File: config.mk
export PLATFORM = sky130hd
export DESIGN_NAME = alignment_column_conservation
export DESIGN_NICKNAME = d
export VERILOG_FILES = /design/src/rtl/core/acc_pkg.sv /design/src/rtl/core/alignment_column_conservation.sv /design/src/rtl/core/acc_lane.sv /design/src/rtl/core/acc_merge.sv
export SDC_FILE = /design/constraint.sdc
export NUM_CORES = 1
export LEC_CHECK = 0
export BUFFER_PORTS_ARGS = -buffer_cell sky130_fd_sc_hd__buf_2
export CORE_MARGIN = 4
export CORE_UTILIZATION = 35
export CTS_CLUSTER_SIZE = 30
export DETAILED_ROUTE_END_ITERATION = 10
export PLACE_DENSITY = 0.53
export SLEW_MARGIN = 20
export SYNTH_ARGS = -nofsm -noshare
export SYNTH_HDL_FRONTEND = slang
export SYNTH_SLANG_ARGS = --single-unit
File: constraint.sdc
create_clock -name clk -period 6.7 [get_ports clk]
set_input_delay 1.005 -clock clk [delete_from_list [all_inputs] [get_ports clk]]
set_output_delay 1.005 -clock clk [all_outputs]
set_load 0.1 [all_outputs]
File: src/rtl/core/acc_pkg.sv
`default_nettype none
// ----------------------------------------------------------------------------
// acc_pkg
// shared types, label codes and the residue property table
// ----------------------------------------------------------------------------
package acc_pkg;

  localparam int RES_W   = 8;
  localparam int LABEL_W = 6;
  localparam int CFG_W   = 4;
  localparam int NPROP   = 10;
  localparam int SUM_W   = CFG_W + 1;

  localparam int DEF_MAX_STRUCTURES = 8;

  localparam logic [CFG_W-1:0] RST_NUM_STRUCT = CFG_W'(2);
  localparam logic [CFG_W-1:0] RST_IGNORE     = CFG_W'(0);

  localparam logic [RES_W-1:0] LETTER_A    = 8'h41;
  localparam logic [RES_W-1:0] LETTER_SPAN = 8'd26;

  localparam logic [LABEL_W-1:0] LBL_UNK     = 6'd23;
  localparam logic [LABEL_W-1:0] LBL_SMALL   = 6'd26;
  localparam logic [LABEL_W-1:0] LBL_TINY    = 6'd27;
  localparam logic [LABEL_W-1:0] LBL_POLAR   = 6'd28;
  localparam logic [LABEL_W-1:0] LBL_HYDRO   = 6'd29;
  localparam logic [LABEL_W-1:0] LBL_POS     = 6'd30;
  localparam logic [LABEL_W-1:0] LBL_NEG     = 6'd31;
  localparam logic [LABEL_W-1:0] LBL_CHARGED = 6'd32;
  localparam logic [LABEL_W-1:0] LBL_AROM    = 6'd33;
  localparam logic [LABEL_W-1:0] LBL_ALIPH   = 6'd34;
  localparam logic [LABEL_W-1:0] LBL_BRANCH  = 6'd35;

  // property bits, listed in priority order
  localparam int P_POS = 0;
  localparam int P_NEG = 1;
  localparam int P_CHA = 2;
  localparam int P_POL = 3;
  localparam int P_ARO = 4;
  localparam int P_TIN = 5;
  localparam int P_BRA = 6;
  localparam int P_SMA = 7;
  localparam int P_ALI = 8;
  localparam int P_HYD = 9;

  localparam logic [LABEL_W-1:0] PROP_LABEL [NPROP] = '{
    LBL_POS, LBL_NEG, LBL_CHARGED, LBL_POLAR, LBL_AROM,
    LBL_TINY, LBL_BRANCH, LBL_SMALL, LBL_ALIPH, LBL_HYDRO
  };

  typedef enum logic [1:0] {
    REG_NUM_STRUCT = 2'd0,
    REG_IGNORE     = 2'd1,
    REG_MARK_IDENT = 2'd2,
    REG_MARK_CONS  = 2'd3
  } cfg_reg_t;

  typedef logic [NPROP-1:0] prop_mask_t;

  typedef struct packed {
    logic [CFG_W-1:0] num_struct;
    logic [CFG_W-1:0] ignore_cnt;
    logic             mark_ident;
    logic             mark_cons;
  } cfg_t;

  typedef struct packed {
    prop_mask_t props;
    logic       same;
  } lane_t;

  function automatic prop_mask_t props_of(input logic [RES_W-1:0] ch);
    prop_mask_t m;
    m = '0;
    case (ch)
      "R", "K": begin
        m[P_POS] = 1'b1; m[P_CHA] = 1'b1; m[P_POL] = 1'b1;
      end
      "H": begin
        m[P_POS] = 1'b1; m[P_CHA] = 1'b1; m[P_POL] = 1'b1; m[P_ARO] = 1'b1;
      end
      "E", "D": begin
        m[P_NEG] = 1'b1; m[P_CHA] = 1'b1; m[P_POL] = 1'b1;
      end
      "Q", "N": begin
        m[P_POL] = 1'b1;
      end
      "T": begin
        m[P_SMA] = 1'b1; m[P_BRA] = 1'b1; m[P_POL] = 1'b1;
      end
      "S", "P", "G": begin
        m[P_SMA] = 1'b1; m[P_TIN] = 1'b1; m[P_POL] = 1'b1;
      end
      "A": begin
        m[P_SMA] = 1'b1; m[P_TIN] = 1'b1; m[P_ALI] = 1'b1;
      end
      "V": begin
        m[P_SMA] = 1'b1; m[P_ALI] = 1'b1; m[P_BRA] = 1'b1; m[P_HYD] = 1'b1;
      end
      "I": begin
        m[P_ALI] = 1'b1; m[P_BRA] = 1'b1; m[P_HYD] = 1'b1;
      end
      "L", "M": begin
        m[P_ALI] = 1'b1; m[P_HYD] = 1'b1;
      end
      "C": begin
        m[P_SMA] = 1'b1; m[P_TIN] = 1'b1; m[P_HYD] = 1'b1;
      end
      "F", "W": begin
        m[P_HYD] = 1'b1; m[P_ARO] = 1'b1;
      end
      "Y": begin
        m[P_HYD] = 1'b1; m[P_ARO] = 1'b1; m[P_POL] = 1'b1;
      end
      default: begin
        m = '0;
      end
    endcase
    return m;
  endfunction

endpackage
`default_nettype wire

File: src/rtl/core/alignment_column_conservation.sv
`default_nettype none
// ----------------------------------------------------------------------------
// alignment_column_conservation
// labels one alignment column per item by identity or property conservation
// ----------------------------------------------------------------------------
// usage:
//   in_*  : one column per item, in_tdata carries residue_0 in the low byte
//           up to residue_7 in the high byte (ascii letters, space for gap)
//   out_* : one result per item, label_index and the all-identical flag
//   cfg_* : register writes (0 structure count, 1 ignore count,
//           2 mark identical, 3 mark conserved), taken at any edge with
//           cfg_wr_en high, meant to change only while the block is idle
//   stages: one lane register stage and one output register stage
//   throughput: one item per cycle while out_tready is high; each structure
//           has its own lane and the merge counts all ten properties at once
//   reset: rst_n low clears both stages and loads the register defaults
//           (count 2, ignore 0, marking off)
//   stall: with out_tready low the output holds, the lane stage still takes
//           one more item, then in_tready drops until the output moves
// ----------------------------------------------------------------------------
module alignment_column_conservation #(
  parameter int MAX_STRUCTURES = acc_pkg::DEF_MAX_STRUCTURES
) (
  input  logic                                  clk,
  input  logic                                  rst_n,
  // residue_0 .. residue_{MAX_STRUCTURES-1}, eight bits each from bit 0 up
  input  logic [MAX_STRUCTURES*acc_pkg::RES_W-1:0] in_tdata,
  input  logic                                  in_tvalid,
  output logic                                  in_tready,
  // label_index [5:0], all_identical [6], zero [7]
  output logic [7:0]                            out_tdata,
  output logic                                  out_tvalid,
  input  logic                                  out_tready,
  input  logic                                  cfg_wr_en,
  input  logic [1:0]                            cfg_addr,
  input  logic [acc_pkg::CFG_W-1:0]             cfg_wdata
);
  import acc_pkg::*;

  localparam int CntW = $clog2(MAX_STRUCTURES + 1);

  cfg_t            cfg_r;
  logic [CntW-1:0] n_eff;
  logic [MAX_STRUCTURES-1:0] active;
  lane_t           lane_w     [MAX_STRUCTURES];
  lane_t           s1_lane_r  [MAX_STRUCTURES];
  logic [RES_W-1:0] s1_res0_r;
  logic            s1_valid_r;
  logic            s1_valid_nxt;
  logic            s1_ready;
  logic            out_valid_r;
  logic            out_valid_nxt;
  logic [LABEL_W-1:0] out_label_r;
  logic            out_ident_r;
  logic [LABEL_W-1:0] mrg_label;
  logic            mrg_same;

  // configuration registers
  always_ff @(posedge clk) begin
    if (!rst_n) begin
      cfg_r.num_struct <= RST_NUM_STRUCT;
      cfg_r.ignore_cnt <= RST_IGNORE;
      cfg_r.mark_ident <= 1'b0;
      cfg_r.mark_cons  <= 1'b0;
    end else if (cfg_wr_en) begin
      case (cfg_reg_t'(cfg_addr))
        REG_NUM_STRUCT: cfg_r.num_struct <= cfg_wdata;
        REG_IGNORE:     cfg_r.ignore_cnt <= cfg_wdata;
        REG_MARK_IDENT: cfg_r.mark_ident <= cfg_wdata[0];
        REG_MARK_CONS:  cfg_r.mark_cons  <= cfg_wdata[0];
        default: begin
        end
      endcase
    end
  end

  // effective active count, clamped to 1..MAX_STRUCTURES
  always_comb begin
    if (cfg_r.num_struct == '0) begin
      n_eff = CntW'(1);
    end else if (cfg_r.num_struct > CFG_W'(MAX_STRUCTURES)) begin
      n_eff = CntW'(MAX_STRUCTURES);
    end else begin
      n_eff = cfg_r.num_struct[CntW-1:0];
    end
    for (int i = 0; i < MAX_STRUCTURES; i++) begin
      active[i] = CntW'(i) < n_eff;
    end
  end

  for (genvar g = 0; g < MAX_STRUCTURES; g++) begin : g_lane
    acc_lane u_lane (
      .res       (in_tdata[g*RES_W +: RES_W]),
      .res_first (in_tdata[RES_W-1:0]),
      .active    (active[g]),
      .lane      (lane_w[g])
    );
  end

  // handshake
  always_comb begin
    s1_ready      = !out_valid_r || out_tready;
    in_tready     = !s1_valid_r || s1_ready;
    s1_valid_nxt  = in_tready ? in_tvalid : s1_valid_r;
    out_valid_nxt = s1_ready ? s1_valid_r : out_valid_r;
  end

  // lane stage
  always_ff @(posedge clk) begin
    if (!rst_n) begin
      s1_valid_r <= 1'b0;
    end else begin
      s1_valid_r <= s1_valid_nxt;
    end
  end

  always_ff @(posedge clk) begin
    if (in_tready && in_tvalid) begin
      s1_lane_r <= lane_w;
      s1_res0_r <= in_tdata[RES_W-1:0];
    end
  end

  acc_merge #(
    .NumLanes (MAX_STRUCTURES)
  ) u_merge (
    .lanes     (s1_lane_r),
    .res_first (s1_res0_r),
    .n_active  (n_eff),
    .cfg       (cfg_r),
    .label     (mrg_label),
    .all_same  (mrg_same)
  );

  // output stage
  always_ff @(posedge clk) begin
    if (!rst_n) begin
      out_valid_r <= 1'b0;
    end else begin
      out_valid_r <= out_valid_nxt;
    end
  end

  always_ff @(posedge clk) begin
    if (s1_ready && s1_valid_r) begin
      out_label_r <= mrg_label;
      out_ident_r <= mrg_same;
    end
  end

  assign out_tvalid = out_valid_r;
  assign out_tdata  = {1'b0, out_ident_r, out_label_r};

`ifndef SYNTHESIS
  a_label_range: assert property (@(posedge clk) disable iff (!rst_n)
    out_tvalid |-> (out_tdata[5:0] <= LBL_BRANCH))
    else $error("label out of range");

  a_mixed_no_letter: assert property (@(posedge clk) disable iff (!rst_n)
    (out_tvalid && !out_tdata[6]) |-> (out_tdata[5:0] >= LBL_UNK))
    else $error("letter label on a mixed column");

  a_lane_hold: assert property (@(posedge clk) disable iff (!rst_n)
    (s1_valid_r && !s1_ready) |=> (s1_valid_r && $stable(s1_res0_r)))
    else $error("lane stage lost an item under stall");

  a_reset_empty: assert property (@(posedge clk)
    !rst_n |=> (!out_tvalid && !s1_valid_r))
    else $error("pipeline not empty after reset");
`endif

endmodule
`default_nettype wire

File: src/rtl/core/acc_lane.sv
`default_nettype none
// ----------------------------------------------------------------------------
// acc_lane
// one structure lane: property lookup and compare against the first residue
// ----------------------------------------------------------------------------
module acc_lane (
  input  logic [acc_pkg::RES_W-1:0] res,
  input  logic [acc_pkg::RES_W-1:0] res_first,
  input  logic                      active,
  output acc_pkg::lane_t            lane
);
  import acc_pkg::*;

  always_comb begin
    lane.props = active ? props_of(res) : '0;
    lane.same  = !active || (res == res_first);
  end

endmodule
`default_nettype wire

File: src/rtl/core/acc_merge.sv
`default_nettype none
// ----------------------------------------------------------------------------
// acc_merge
// combines lane results: identity check, property counts and label priority
// ----------------------------------------------------------------------------
module acc_merge #(
  parameter int NumLanes = acc_pkg::DEF_MAX_STRUCTURES
) (
  input  acc_pkg::lane_t                    lanes [NumLanes],
  input  logic [acc_pkg::RES_W-1:0]         res_first,
  input  logic [$clog2(NumLanes+1)-1:0]     n_active,
  input  acc_pkg::cfg_t                     cfg,
  output logic [acc_pkg::LABEL_W-1:0]       label,
  output logic                              all_same
);
  import acc_pkg::*;

  localparam int CntW = $clog2(NumLanes + 1);

  logic [CntW-1:0]    cnt [NPROP];
  logic [NPROP-1:0]   hit;
  logic [RES_W-1:0]   diff;
  logic               letter_ok;
  logic [LABEL_W-1:0] id_label;
  logic [LABEL_W-1:0] prop_label;
  logic               prop_found;

  always_comb begin
    all_same = 1'b1;
    for (int i = 0; i < NumLanes; i++) begin
      all_same = all_same & lanes[i].same;
    end
  end

  always_comb begin
    for (int p = 0; p < NPROP; p++) begin
      cnt[p] = '0;
      for (int i = 0; i < NumLanes; i++) begin
        cnt[p] = cnt[p] + CntW'(lanes[i].props[p]);
      end
      hit[p] = (SUM_W'(cnt[p]) + SUM_W'(cfg.ignore_cnt)) >= SUM_W'(n_active);
    end
  end

  // lowest set bit wins
  always_comb begin
    prop_label = LBL_UNK;
    prop_found = 1'b0;
    for (int p = NPROP - 1; p >= 0; p--) begin
      if (hit[p]) begin
        prop_label = PROP_LABEL[p];
        prop_found = 1'b1;
      end
    end
  end

  always_comb begin
    diff      = res_first - LETTER_A;
    letter_ok = (res_first >= LETTER_A) && (diff <= LETTER_SPAN);
    id_label  = LBL_UNK;
    if ((cfg.mark_cons || cfg.mark_ident) && all_same && letter_ok) begin
      id_label = diff[LABEL_W-1:0];
    end
    label = id_label;
    if (cfg.mark_cons && (id_label == LBL_UNK) && prop_found) begin
      label = prop_label;
    end
  end

endmodule
`default_nettype wire
# After elaboration in Yosys (flattened, before gate mapping)
# Index checks and enable logic that the tools add are counted.
[word_totals]
regBits = 114
in_bits = 75
output_inout_bits = 10
[op_classes]
n_addsub = 81
order_cmp = 21
n_eq_ne = 171
mux = 104
bitwise_logic = 6
n_reduce_logical = 112
[ops]
columns = ["cell", "count"]
rows = [
  ["== test 8 x 7 -> 1 bit, second input constant", 160],
  ["adder 4 x 1 -> 4 bit", 60],
  ["OR reduction 5 bit", 24],
  ["OR reduction 12 bit", 8],
  ["two-way mux 1 bit", 90],
  ["two-way mux 6 bit", 11],
  ["OR reduction 8 bit", 8],
  ["== test 8 bit", 7],
  ["OR reduction 7 bit", 8],
  ["adder 4 x 4 -> 5 bit", 10],
  [">= comparator 5 x 4 -> 1 bit", 10],
  ["OR reduction 3 bit", 16],
  ["OR reduction 4 bit", 8],
  ["adder 1 x 1 -> 2 bit", 10],
  ["< comparator 3 x 4 -> 1 bit, first input constant", 4],
  ["OR reduction 2 bit", 8],
  ["two-way mux 4 bit", 3],
  ["logical OR 1 bit", 10],
  ["zero test 1 bit", 9],
  [">= comparator 8 x 7 -> 1 bit, second input constant", 1],
  ["less-or-equal comparator 8 x 5 -> 1 bit, second input constant", 1],
  ["< comparator 1 x 4 -> 1 bit, first input constant", 2],
  ["< comparator 2 x 4 -> 1 bit, first input constant", 2],
  ["AND reduction 2 bit", 4],
  ["9 further kinds", 21],
]

# Logic depth before layout (Yosys ltp)
# Gate-level depths: netlist (run 1).
[depth]
ltp_word = 21
ltp_mapped = 19
depth_no_buf = 19

# Hierarchy
# A second synthesis (run 1) with hierarchy kept.
[hier_totals]
hier_cells = 1156
hier_area_um2 = 10913.0
[by_module_without_submodules]
columns = ["module", "n_inst", "cells_per_inst", "area_each_um2", "seq_area_each_um2"]
rows = [
  ["acc_merge", 1, 434, 3903.7, 0.0],
  ["alignment_column_conservation", 1, 170, 3696.0, 3333.2],
  ["acc_lane", 8, 69, 414.1, 0.0],
]

# Worst setup path before layout (run 1)
# OpenSTA, ideal clock, no wires.
[synth_timing]
path_kind = "flip-flop to flip-flop"
start = "register s1_lane_r[75] in the netlist's numbering"
end = "register out_label_r[3] (data pin)"
setup_ns = 0.261
arrival_ns = 4.638
path_slack_ns = 1.801
stages_incl_launch_ff = 18
period_less_slack_ns = 4.899
cell_sequence = "edfxtp_1 ha_1 inv_1 fa_1 fa_1 fa_1 fa_1 inv_1 fa_1 xor2_1 ha_1 a21oi_2 o21ai_1 a2111o_1 nor4_2 nand3_1 a21boi_1 o21ai_1"
[synth_between]
elab_chain_len = 20
[synth_lines]
columns = ["element", "line", "rtl"]
rows = [
  ["start: declaration", "alignment_column_conservation.sv:46", "lane_t s1_lane_r [MAX_STRUCTURES];"],
  ["start signal: assignment", "alignment_column_conservation.sv:119", "s1_lane_r <= lane_w;"],
  ["adder 1 x 1 -> 2 bit (*)", "acc_merge.sv:39", "cnt[p] = cnt[p] + CntW'(lanes[i].props[p]);"],
  ["adder 4 x 1 -> 4 bit (*) (6 in series)", "acc_merge.sv:39", ""],
  ["adder 4 x 4 -> 5 bit (*)", "acc_merge.sv:41", "hit[p] = (SUM_W'(cnt[p]) + SUM_W'(cfg.ignore_cnt)) >= SUM_W'(n_active);"],
  [">= comparator 5 x 4 -> 1 bit (*)", "acc_merge.sv:41", ""],
  ["two-way mux 1 bit (9 in series)", "acc_merge.sv:50", "if (hit[p]) begin"],
  ["logical AND 1 bit", "acc_merge.sv:65", "if (cfg.mark_cons && (id_label == LBL_UNK) && prop_found) begin"],
  ["two-way mux 6 bit (*)", "acc_merge.sv:65", ""],
  ["net mrg_label[3]", "alignment_column_conservation.sv:55", "logic [LABEL_W-1:0] mrg_label;"],
  ["end signal: assignment", "alignment_column_conservation.sv:146", "out_label_r <= mrg_label;"],
  ["end: declaration", "alignment_column_conservation.sv:53", "logic [LABEL_W-1:0] out_label_r;"],
]
# The timed path passes the listed nets; every way through them passes the cells marked *.
# A chain may end at the register's enable or synchronous reset.

# Worst setup path in the final report (run 1)
# Ends and elaborated chain as after synthesis.

==> results.rst, run 1 <==
.. list-table::
   :header-rows: 1

   * - Metric
     - Value
   * - Worst Hold Launch
     - s1_valid_r
   * - Number of endpoints failing setup at the final stage
     - 0
   * - Power density over the cells
     - 204 mW/mm²
   * - Clock Skew
     - 14.6 ps
   * - Share of layout cells above drive strength 1
     - 0.112
   * - Most used standard cells in the synthesized netlist
     - inv_1 (162), ha_1 (112), edfxtp_1 (102)
   * - Max frequency
     - 0.196 GHz
   * - Clock sink total
     - 114
   * - Detailed-route via count
     - 8,520
   * - Relative slew margins
     - 0.347
   * - Final RePlAce weighted congestion
     - 0.850
   * - Setup bufs post-CTS
     - 0
   * - Tmin final
     - 5120 ps
   * - Top fanout value on the critical path
     - 3
   * - Share of the yosys chip area belonging to registers
     - 0.299
   * - Largest net degree at the start of global routing
     - 75
   * - Mean area per synthesized cell
     - 9.02 µm²
   * - Row count
     - 64
   * - Post-place setup slack
     - 1600 ps
   * - Startpoint of the most critical register-to-register path
     - s1_lane_r[75]
   * - Combined area of the multi-input logic cells
     - 0.00692 mm²
   * - Global-route usage over all layers
     - 0.177
   * - Source-to-sink clock delay at the later pin of the worst-skew pair
     - 420 ps
   * - Number of buffers on the longest clock path
     - 2
   * - Violation count after the first detailed-routing iteration
     - 514
   * - Top area cells in the synthesized netlist
     - edfxtp_1 (28%), ha_1 (13%), fa_1 (9.1%)
   * - Number of enable-type register cells in the synthesized netlist
     - 102
   * - Final count of pins violating max slew
     - 0
   * - Root buf cell
     - clkbuf_16
   * - Required @ worst endpoint
     - 6870 ps
   * - Clock tree from TritonCTS
     - yes
   * - Detail-routed net length per standard cell
     - 17.6 µm
   * - Max-cap violation count
     - 0
   * - Most frequently used cell type in the post-synthesis netlist
     - inv_1
   * - Number of cells produced by synthesis
     - 1,226
   * - Final HPWL from detailed placement
     - 22,800 µm
   * - Die area
     - 0.0345 mm²
   * - Hold worst-path end
     - out_tvalid
   * - Number of iterations in the first detailed-routing pass
     - 5
   * - Via count of the first global-routing pass
     - 8,502
   * - Total core area
     - 0.0309 mm²
   * - Post-synthesis cell area
     - 0.0111 mm²
   * - Share of synthesized flip-flops with an asynchronous set or reset
     - 0
   * - Count of unresolved DRC violations after routing
     - 0
   * - Share of the clock period used by the worst path after layout
     - 0.763
   * - Number of buffers added by the clock tree synthesis step
     - 17
   * - Category of the critical setup timing path
     - reg -> reg
   * - Setup repair after global routing missed its margin
     - false
   * - Number of top-level pins
     - 85
   * - Worst-case reg-to-reg path depth
     - 17
   * - Unique cell type count in the Yosys netlist
     - 75
   * - Number of flip-flops and latches in the synthesized netlist
     - 114
   * - Transition time of the tightest slew-check pin
     - 979 ps
   * - Net Count, Synth
     - 1,463
   * - Drt via density
     - 5.06
   * - Seq. cell area
     - 0.00330 mm²
   * - First-pass GRT wire length
     - 46,800 µm
   * - Die height
     - 186 µm
   * - Final nets
     - 1,512
   * - # port buffers
     - 83
   * - Final Worst Setup Slack
     - 1580 ps
   * - Reg clk slew, reported paths
     - 60 ps
   * - Post_cts resized
     - 0
   * - Number of H-tree branching levels
     - 4
   * - Number of buffers inserted for hold repair after clock tree synthesis
     - 0
   * - Number of antenna violations at the first check in global routing
     - 1
   * - Critical register-to-register path endpoint
     - out_label_r[3]
   * - Setup TNS after final layout
     - 0 ps
   * - DRT Wirelength
     - 29,600 µm
   * - Total of fill cells in the finished design
     - 3,116
   * - Result of the run
     - complete, no violations
   * - Post-route antenna net violation count
     - 0
   * - Synth-to-layout area growth
     - 11.5%
   * - LEAKAGE
     - 5.20 nW
   * - Number of warnings issued by yosys
     - 0
   * - Die Width
     - 186 µm
   * - Initial standard-cell utilization of the core
     - 0.358
   * - Endpoint class of the critical path
     - flip-flop
   * - Hold-critical path depth
     - 1
   * - Post-synth top flop
     - edfxtp_1
   * - CP startpoint kind
     - flip-flop
   * - Portion of synthesized cell area occupied by the leading cell type
     - 0.277
   * - Final hold violation count
     - 0
   * - Crit path DAT
     - 5290 ps
   * - Worst min-delay path category
     - reg -> reg
   * - Total global routing overflow
     - 0
   * - Diode insertion count for antenna repair
     - 0
   * - Largest vdd supply drop
     - 0.172 mV
   * - Setup slack on the worst flop-to-flop path
     - 1580 ps
   * - Cell type contributing the most total cell area after synthesis
     - edfxtp_1
critical path, cell delays in order, from the launching register on:
cell and delay [ps]:
edfxtp_1 370, ha_1 290, inv_1 40, fa_1 490
fa_1 430, fa_1 420, fa_1 490, inv_1 60
fa_1 440, xor2_1 180, ha_1 300, a21oi_2 110
o21ai_1 70, a2111o_1 450, nor4_2 360, nand3_1 120
a21boi_1 180, o21ai_1 70
sequential cells by signal, indices dropped and copies added, names as in the netlist:
register and cells:
cfg_r 10, out_ident_r 1, out_label_r 6, out_tvalid 1, s1_lane_r 87, s1_res0_r 8, s1_valid_r 1
per-stage QoR:
step / utilization / hold slack, ps / cells / cell area [µm²] / power (mW)
floorplan: - / 477 / 1226 / 11100 / 1.45
global placement: 0.381 / 500 / 1652 / 11800 / 1.64
detailed placement: 0.381 / 518 / 1652 / 11800 / 1.66
CTS: 0.399 / 529 / 1684 / 12300 / 2.53
global route: 0.399 / 554 / 1684 / 12300 / 2.69
finish: 0.399 / 525 / 1684 / 12300 / 2.51
how the worst max path moves through the flow:
stage                     end          start
6_report       out_label_r[3]  s1_lane_r[75]
5_1_grt        out_label_r[3]  s1_lane_r[75]
4_1_cts        out_label_r[3]  s1_lane_r[75]
3_5_place_dp   out_label_r[3]  s1_lane_r[75]
3_3_place_gp   out_label_r[3]  s1_lane_r[75]
2_1_floorplan  out_label_r[3]  s1_lane_r[75]
area by class of cell:
class	instances	share of cell area
multi-input cells	893	0.561
flip-flops and latches	114	0.268
inverters	162	0.0493
clock buffers	21	0.0365
well taps	396	0.0402
clock inverters	11	0.00913
repair buffers	87	0.0361
power breakdown:
group | switching, mW | total, mW | internal, mW | leakage, nW
logic | 0.469 | 0.817 | 0.348 | 3.81
clock network | 0.324 | 0.876 | 0.552 | 0.274
registers | 0.0173 | 0.821 | 0.804 | 1.11
cells in the final DEF (no fill, tap or decap), types with 6 or more instances in the layout:
| master | count |
|---|---|
| ha_1 | 112 |
| nor3_1 | 44 |
| a21oi_1 | 65 |
| o211ai_1 | 6 |
| nand2_1 | 68 |
| nand2b_1 | 27 |
| o21ai_0 | 53 |
| nand3_1 | 7 |
| clkbuf_16 | 17 |
| dfxtp_1 | 12 |
| xor2_1 | 12 |
| inv_1 | 162 |
| nor2b_1 | 59 |
| fa_1 | 50 |
| buf_2 | 83 |
| or2_2 | 9 |
| a31oi_1 | 11 |
| nor2_1 | 99 |
| a21o_1 | 20 |
| xnor2_1 | 83 |
| or3_1 | 7 |
| a22oi_1 | 8 |
| a211oi_1 | 12 |
| o21a_1 | 12 |
| nand4_1 | 13 |
| nand3b_1 | 9 |
| nor4_1 | 8 |
| mux2i_1 | 13 |
| o22ai_1 | 12 |
| edfxtp_1 | 102 |
per-layer routing:
| metal | track usage | share of wire | vias up |
|---|---|---|---|
| met4 | 0.0551 | 0.026 | 2 |
| met3 | 0.0321 | 0.040 | 34 |
| met1 | 0.239 | 0.47 | 4016 |
| li1 | - | - | 4315 |
| met2 | 0.290 | 0.47 | 153 |
| met5 | 0 | 0.00024 | - |
cells by family after synthesis:
group / synth area share
mux: 0.0118
other cells: 0.000339
xor+xnor: 0.0753
buf+inv: 0.0760
fa+ha+maj: 0.217
simple gates: 0.182
compound gates: 0.139
flops: 0.299
No activity file was read; power rests on OpenSTA's default activity.
==> run 2: changes to the inputs <==
==> constraint.sdc (replaced) <==
create_clock -name clk -period 4.85 [get_ports clk]
set_input_delay 0.7275 -clock clk [delete_from_list [all_inputs] [get_ports clk]]
set_output_delay 0.7275 -clock clk [all_outputs]
set_load 0.1 [all_outputs]
==> run 2 against run 1 <==
Effect of this change: the run now ends with setup timing left; sequential share of layout area is 0.60 points lower; worst hold slack got worse by 7.3 ps; sequential cell count is the same; highest routed layer unchanged; count of clock-buffer cells in the layout decreased by 4; largest cell class unchanged; global-route usage is 0.46 points higher; first-iteration DRC count fell by 6.0%; clock skew fell by 5.9 ps; via count up 1.9%.
==> results.rst, run 2 (synthesis gave the netlist of run 1 again) <==
.. list-table::
   :header-rows: 1

   * - Metric
     - Value
   * - Drt via density
     - 5.09 (+0.68%)
   * - Category of the critical setup timing path
     - reg -> reg
   * - Worst min-delay path category
     - reg -> reg
   * - Reg clk slew, reported paths
     - 60 ps (about the same)
   * - Met2 wire len
     - 14,800 µm (+6.6%)
   * - Initial standard-cell utilization of the core
     - 0.358 (unchanged)
   * - Clock tree from TritonCTS
     - yes
   * - Final nets
     - 1,532 (+1.3%)
   * - Hold worst-path end
     - out_tvalid
   * - Register with the highest flop count
     - s1_lane_r
   * - Tmin final
     - 5010 ps (-110 ps)
   * - Met3 layer wire length in the routed design
     - 1060 µm (-11%)
   * - Result of the run
     - complete, but fails checks
   * - Critical register-to-register path endpoint
     - out_label_r[2]
   * - Origin of the worst setup path
     - s1_lane_r[75]
   * - Worst hold slack across all endpoints
     - 517 ps (-7.34 ps)
   * - Number of buffers inserted for hold repair after clock tree synthesis
     - 0 (unchanged)
   * - Number of buffers on the longest clock path
     - 2 (unchanged)
   * - Placed cell count
     - 1,664 (+0.73%)
   * - Number of endpoints failing setup at the final stage
     - 6 (+6)
   * - Relative slew margins
     - 0.441 (+0.0937)
   * - Most common cell after layout, fill and taps aside
     - inv_1
   * - Number of buffers added by the clock tree synthesis step
     - 17 (unchanged)
   * - Total global routing overflow
     - 0 (unchanged)
   * - Setup TNS after final layout
     - -534 ps (-534 ps)
   * - Diode insertion count for antenna repair
     - 0 (unchanged)
   * - Detail-routed net length per standard cell
     - 18.0 µm (+2.4%)
   * - Worst-case reg-to-reg path depth
     - 18 (+1)
   * - Largest vdd supply drop
     - 0.257 mV (+50%)
   * - Total of fill cells in the finished design
     - 3,087 (-0.93%)
   * - Final Worst Setup Slack
     - -155 ps (-1740 ps)
   * - Clock sink total
     - 114 (unchanged)
   * - Share of the clock period used by the worst path after layout
     - 1.03 (+0.269)
   * - Via count of the first global-routing pass
     - 8,299 (-2.4%)
   * - Setup repair after global routing missed its margin
     - true
   * - Hold-critical path depth
     - 1 (unchanged)
   * - Startpoint of the most critical register-to-register path
     - s1_lane_r[75]
   * - Share of layout cells above drive strength 1
     - 0.142 (+0.0304)
   * - Synth-to-layout area growth
     - 14.1%
   * - Highest-count cells in the layout ignoring fill and taps
     - inv_1 (160), ha_1 (112), edfxtp_1 (102)
   * - Final HPWL from detailed placement
     - 23,400 µm (+2.9%)
   * - CP startpoint kind
     - flip-flop
   * - Transition time of the tightest slew-check pin
     - 830 ps (-149 ps)
   * - Largest net degree at the start of global routing
     - 60 (-20%)
   * - Total core area
     - 0.0309 mm² (unchanged)
   * - Crit path DAT
     - 5290 ps (about the same)
   * - Die area
     - 0.0345 mm² (unchanged)
   * - Violation count after the first detailed-routing iteration
     - 483 (-6.0%)
   * - Share of the core filled with cells
     - 0.408 (+0.00911)
   * - Number of iterations in the first detailed-routing pass
     - 5 (unchanged)
   * - LEAKAGE
     - 5.33 nW (+2.6%)
   * - Post-place setup slack
     - -280 ps (-1880 ps)
   * - Highest routed layer
     - met5
   * - Power density over the cells
     - 298 mW/mm² (+46%)
   * - Flip-flop count of the largest register after layout
     - 87 (unchanged)
   * - # port buffers
     - 83 (unchanged)
   * - Power consumption
     - 3.76 mW (+49%)
   * - Count of unresolved DRC violations after routing
     - 0 (unchanged)
   * - Die height
     - 186 µm (unchanged)
   * - Max-cap violation count
     - 0 (unchanged)
   * - Die Width
     - 186 µm (unchanged)
   * - Final RePlAce weighted congestion
     - 0.830 (-2.4%)
   * - Clock Skew
     - 8.74 ps (-5.87 ps)
   * - Finished Layout Cells
     - 1,704 (+1.2%)
   * - Final std cell area, no fill
     - 0.0126 mm² (+2.3%)
   * - Final hold violation count
     - 0 (unchanged)
   * - Seq. cell area
     - 0.00330 mm² (unchanged)
   * - Combined area of the multi-input logic cells
     - 0.00699 mm² (+1.1%)
   * - Global-route usage over all layers
     - 0.182 (+0.00460)
   * - Number of top-level pins
     - 85 (unchanged)
   * - Final count of pins violating max slew
     - 0 (unchanged)
   * - Setup slack on the worst flop-to-flop path
     - -160 ps (-1740 ps)
   * - Top fanout value on the critical path
     - 3 (unchanged)
   * - Post-Place Cell Area
     - 0.0119 mm² (+0.77%)
   * - Post-route antenna net violation count
     - 0 (unchanged)
   * - Source-to-sink clock delay at the later pin of the worst-skew pair
     - 420 ps (about the same)
   * - Number of H-tree branching levels
     - 4 (unchanged)
   * - Leading registers by flop count
     - s1_lane_r: 87 flops, cfg_r: 10 flops, s1_res0_r: 8 flops
   * - Root buf cell
     - clkbuf_16
   * - First-pass GRT wire length
     - 47,800 µm (+2.0%)
   * - Detailed-route via count
     - 8,680 (+1.9%)
   * - Wl on met1
     - 14,200 µm (+2.7%)
   * - Worst Hold Launch
     - s1_valid_r
   * - Violated checks
     - setup timing
   * - Required @ worst endpoint
     - 5130 ps (-1740 ps)
   * - Row count
     - 64 (unchanged)
   * - Max frequency
     - 0.200 GHz (+2.2%)
   * - Number of antenna violations at the first check in global routing
     - 1 (unchanged)
   * - Endpoint class of the critical path
     - flip-flop
   * - DRT Wirelength
     - 30,700 µm (+3.6%)
[run 2: worst max path at each step]
stage / slack [ps] / to
after detailed placement: -280 / out_label_r[3]
after global placement: -210 / out_label_r[3]
after floorplan: 50 / out_label_r[0]
after global routing: -400 / out_label_r[2]
final: -160 / out_label_r[2]
after CTS: -110 / out_label_r[3]
[run 2: layout make-up]
| type | instances | share of cell area |
|---|---|---|
| Clock buffer | 17 | 0.0337 |
| Multi-Input combinational cell | 893 | 0.554 |
| Timing Repair Buffer | 107 | 0.0472 |
| Clock inverter | 15 | 0.0155 |
| Sequential cell | 114 | 0.262 |
| Inverter | 162 | 0.0482 |
| Tap cell | 396 | 0.0393 |
[run 2: layer usage]
layer	GRT usage	up-vias
li1	-	4354
met1	0.247	4134
met2	0.302	162
met3	0.0240	28
met4	0.0551	2
met5	0	-
[run 2: worst max-delay path, stage by stage (launching register included)]
cell	delay, ps
edfxtp_1	370
ha_1	300
inv_2	40
fa_1	480
fa_1	430
fa_2	380
fa_1	500
inv_2	50
fa_2	370
xor2_1	170
ha_1	310
a21oi_2	120
o21ai_1	70
a2111o_1	430
nor4_4	360
buf_4	170
a21oi_2	50
nor2_2	140
a2bb2oi_2	130
[run 2: where the power goes]
group / internal (mW) / switching (mW)
Combinational: 0.575 / 0.706
Clock: 0.824 / 0.517
Sequential: 1.11 / 0.0248
Total: 2.51 / 1.25
[run 2: timing repair]
item                                    4_1_cts  5_1_grt
buffers inserted                              3        5
pin swaps                                     8        9
gates resized for setup                      13       10
endpoints found under the setup margin        6        6
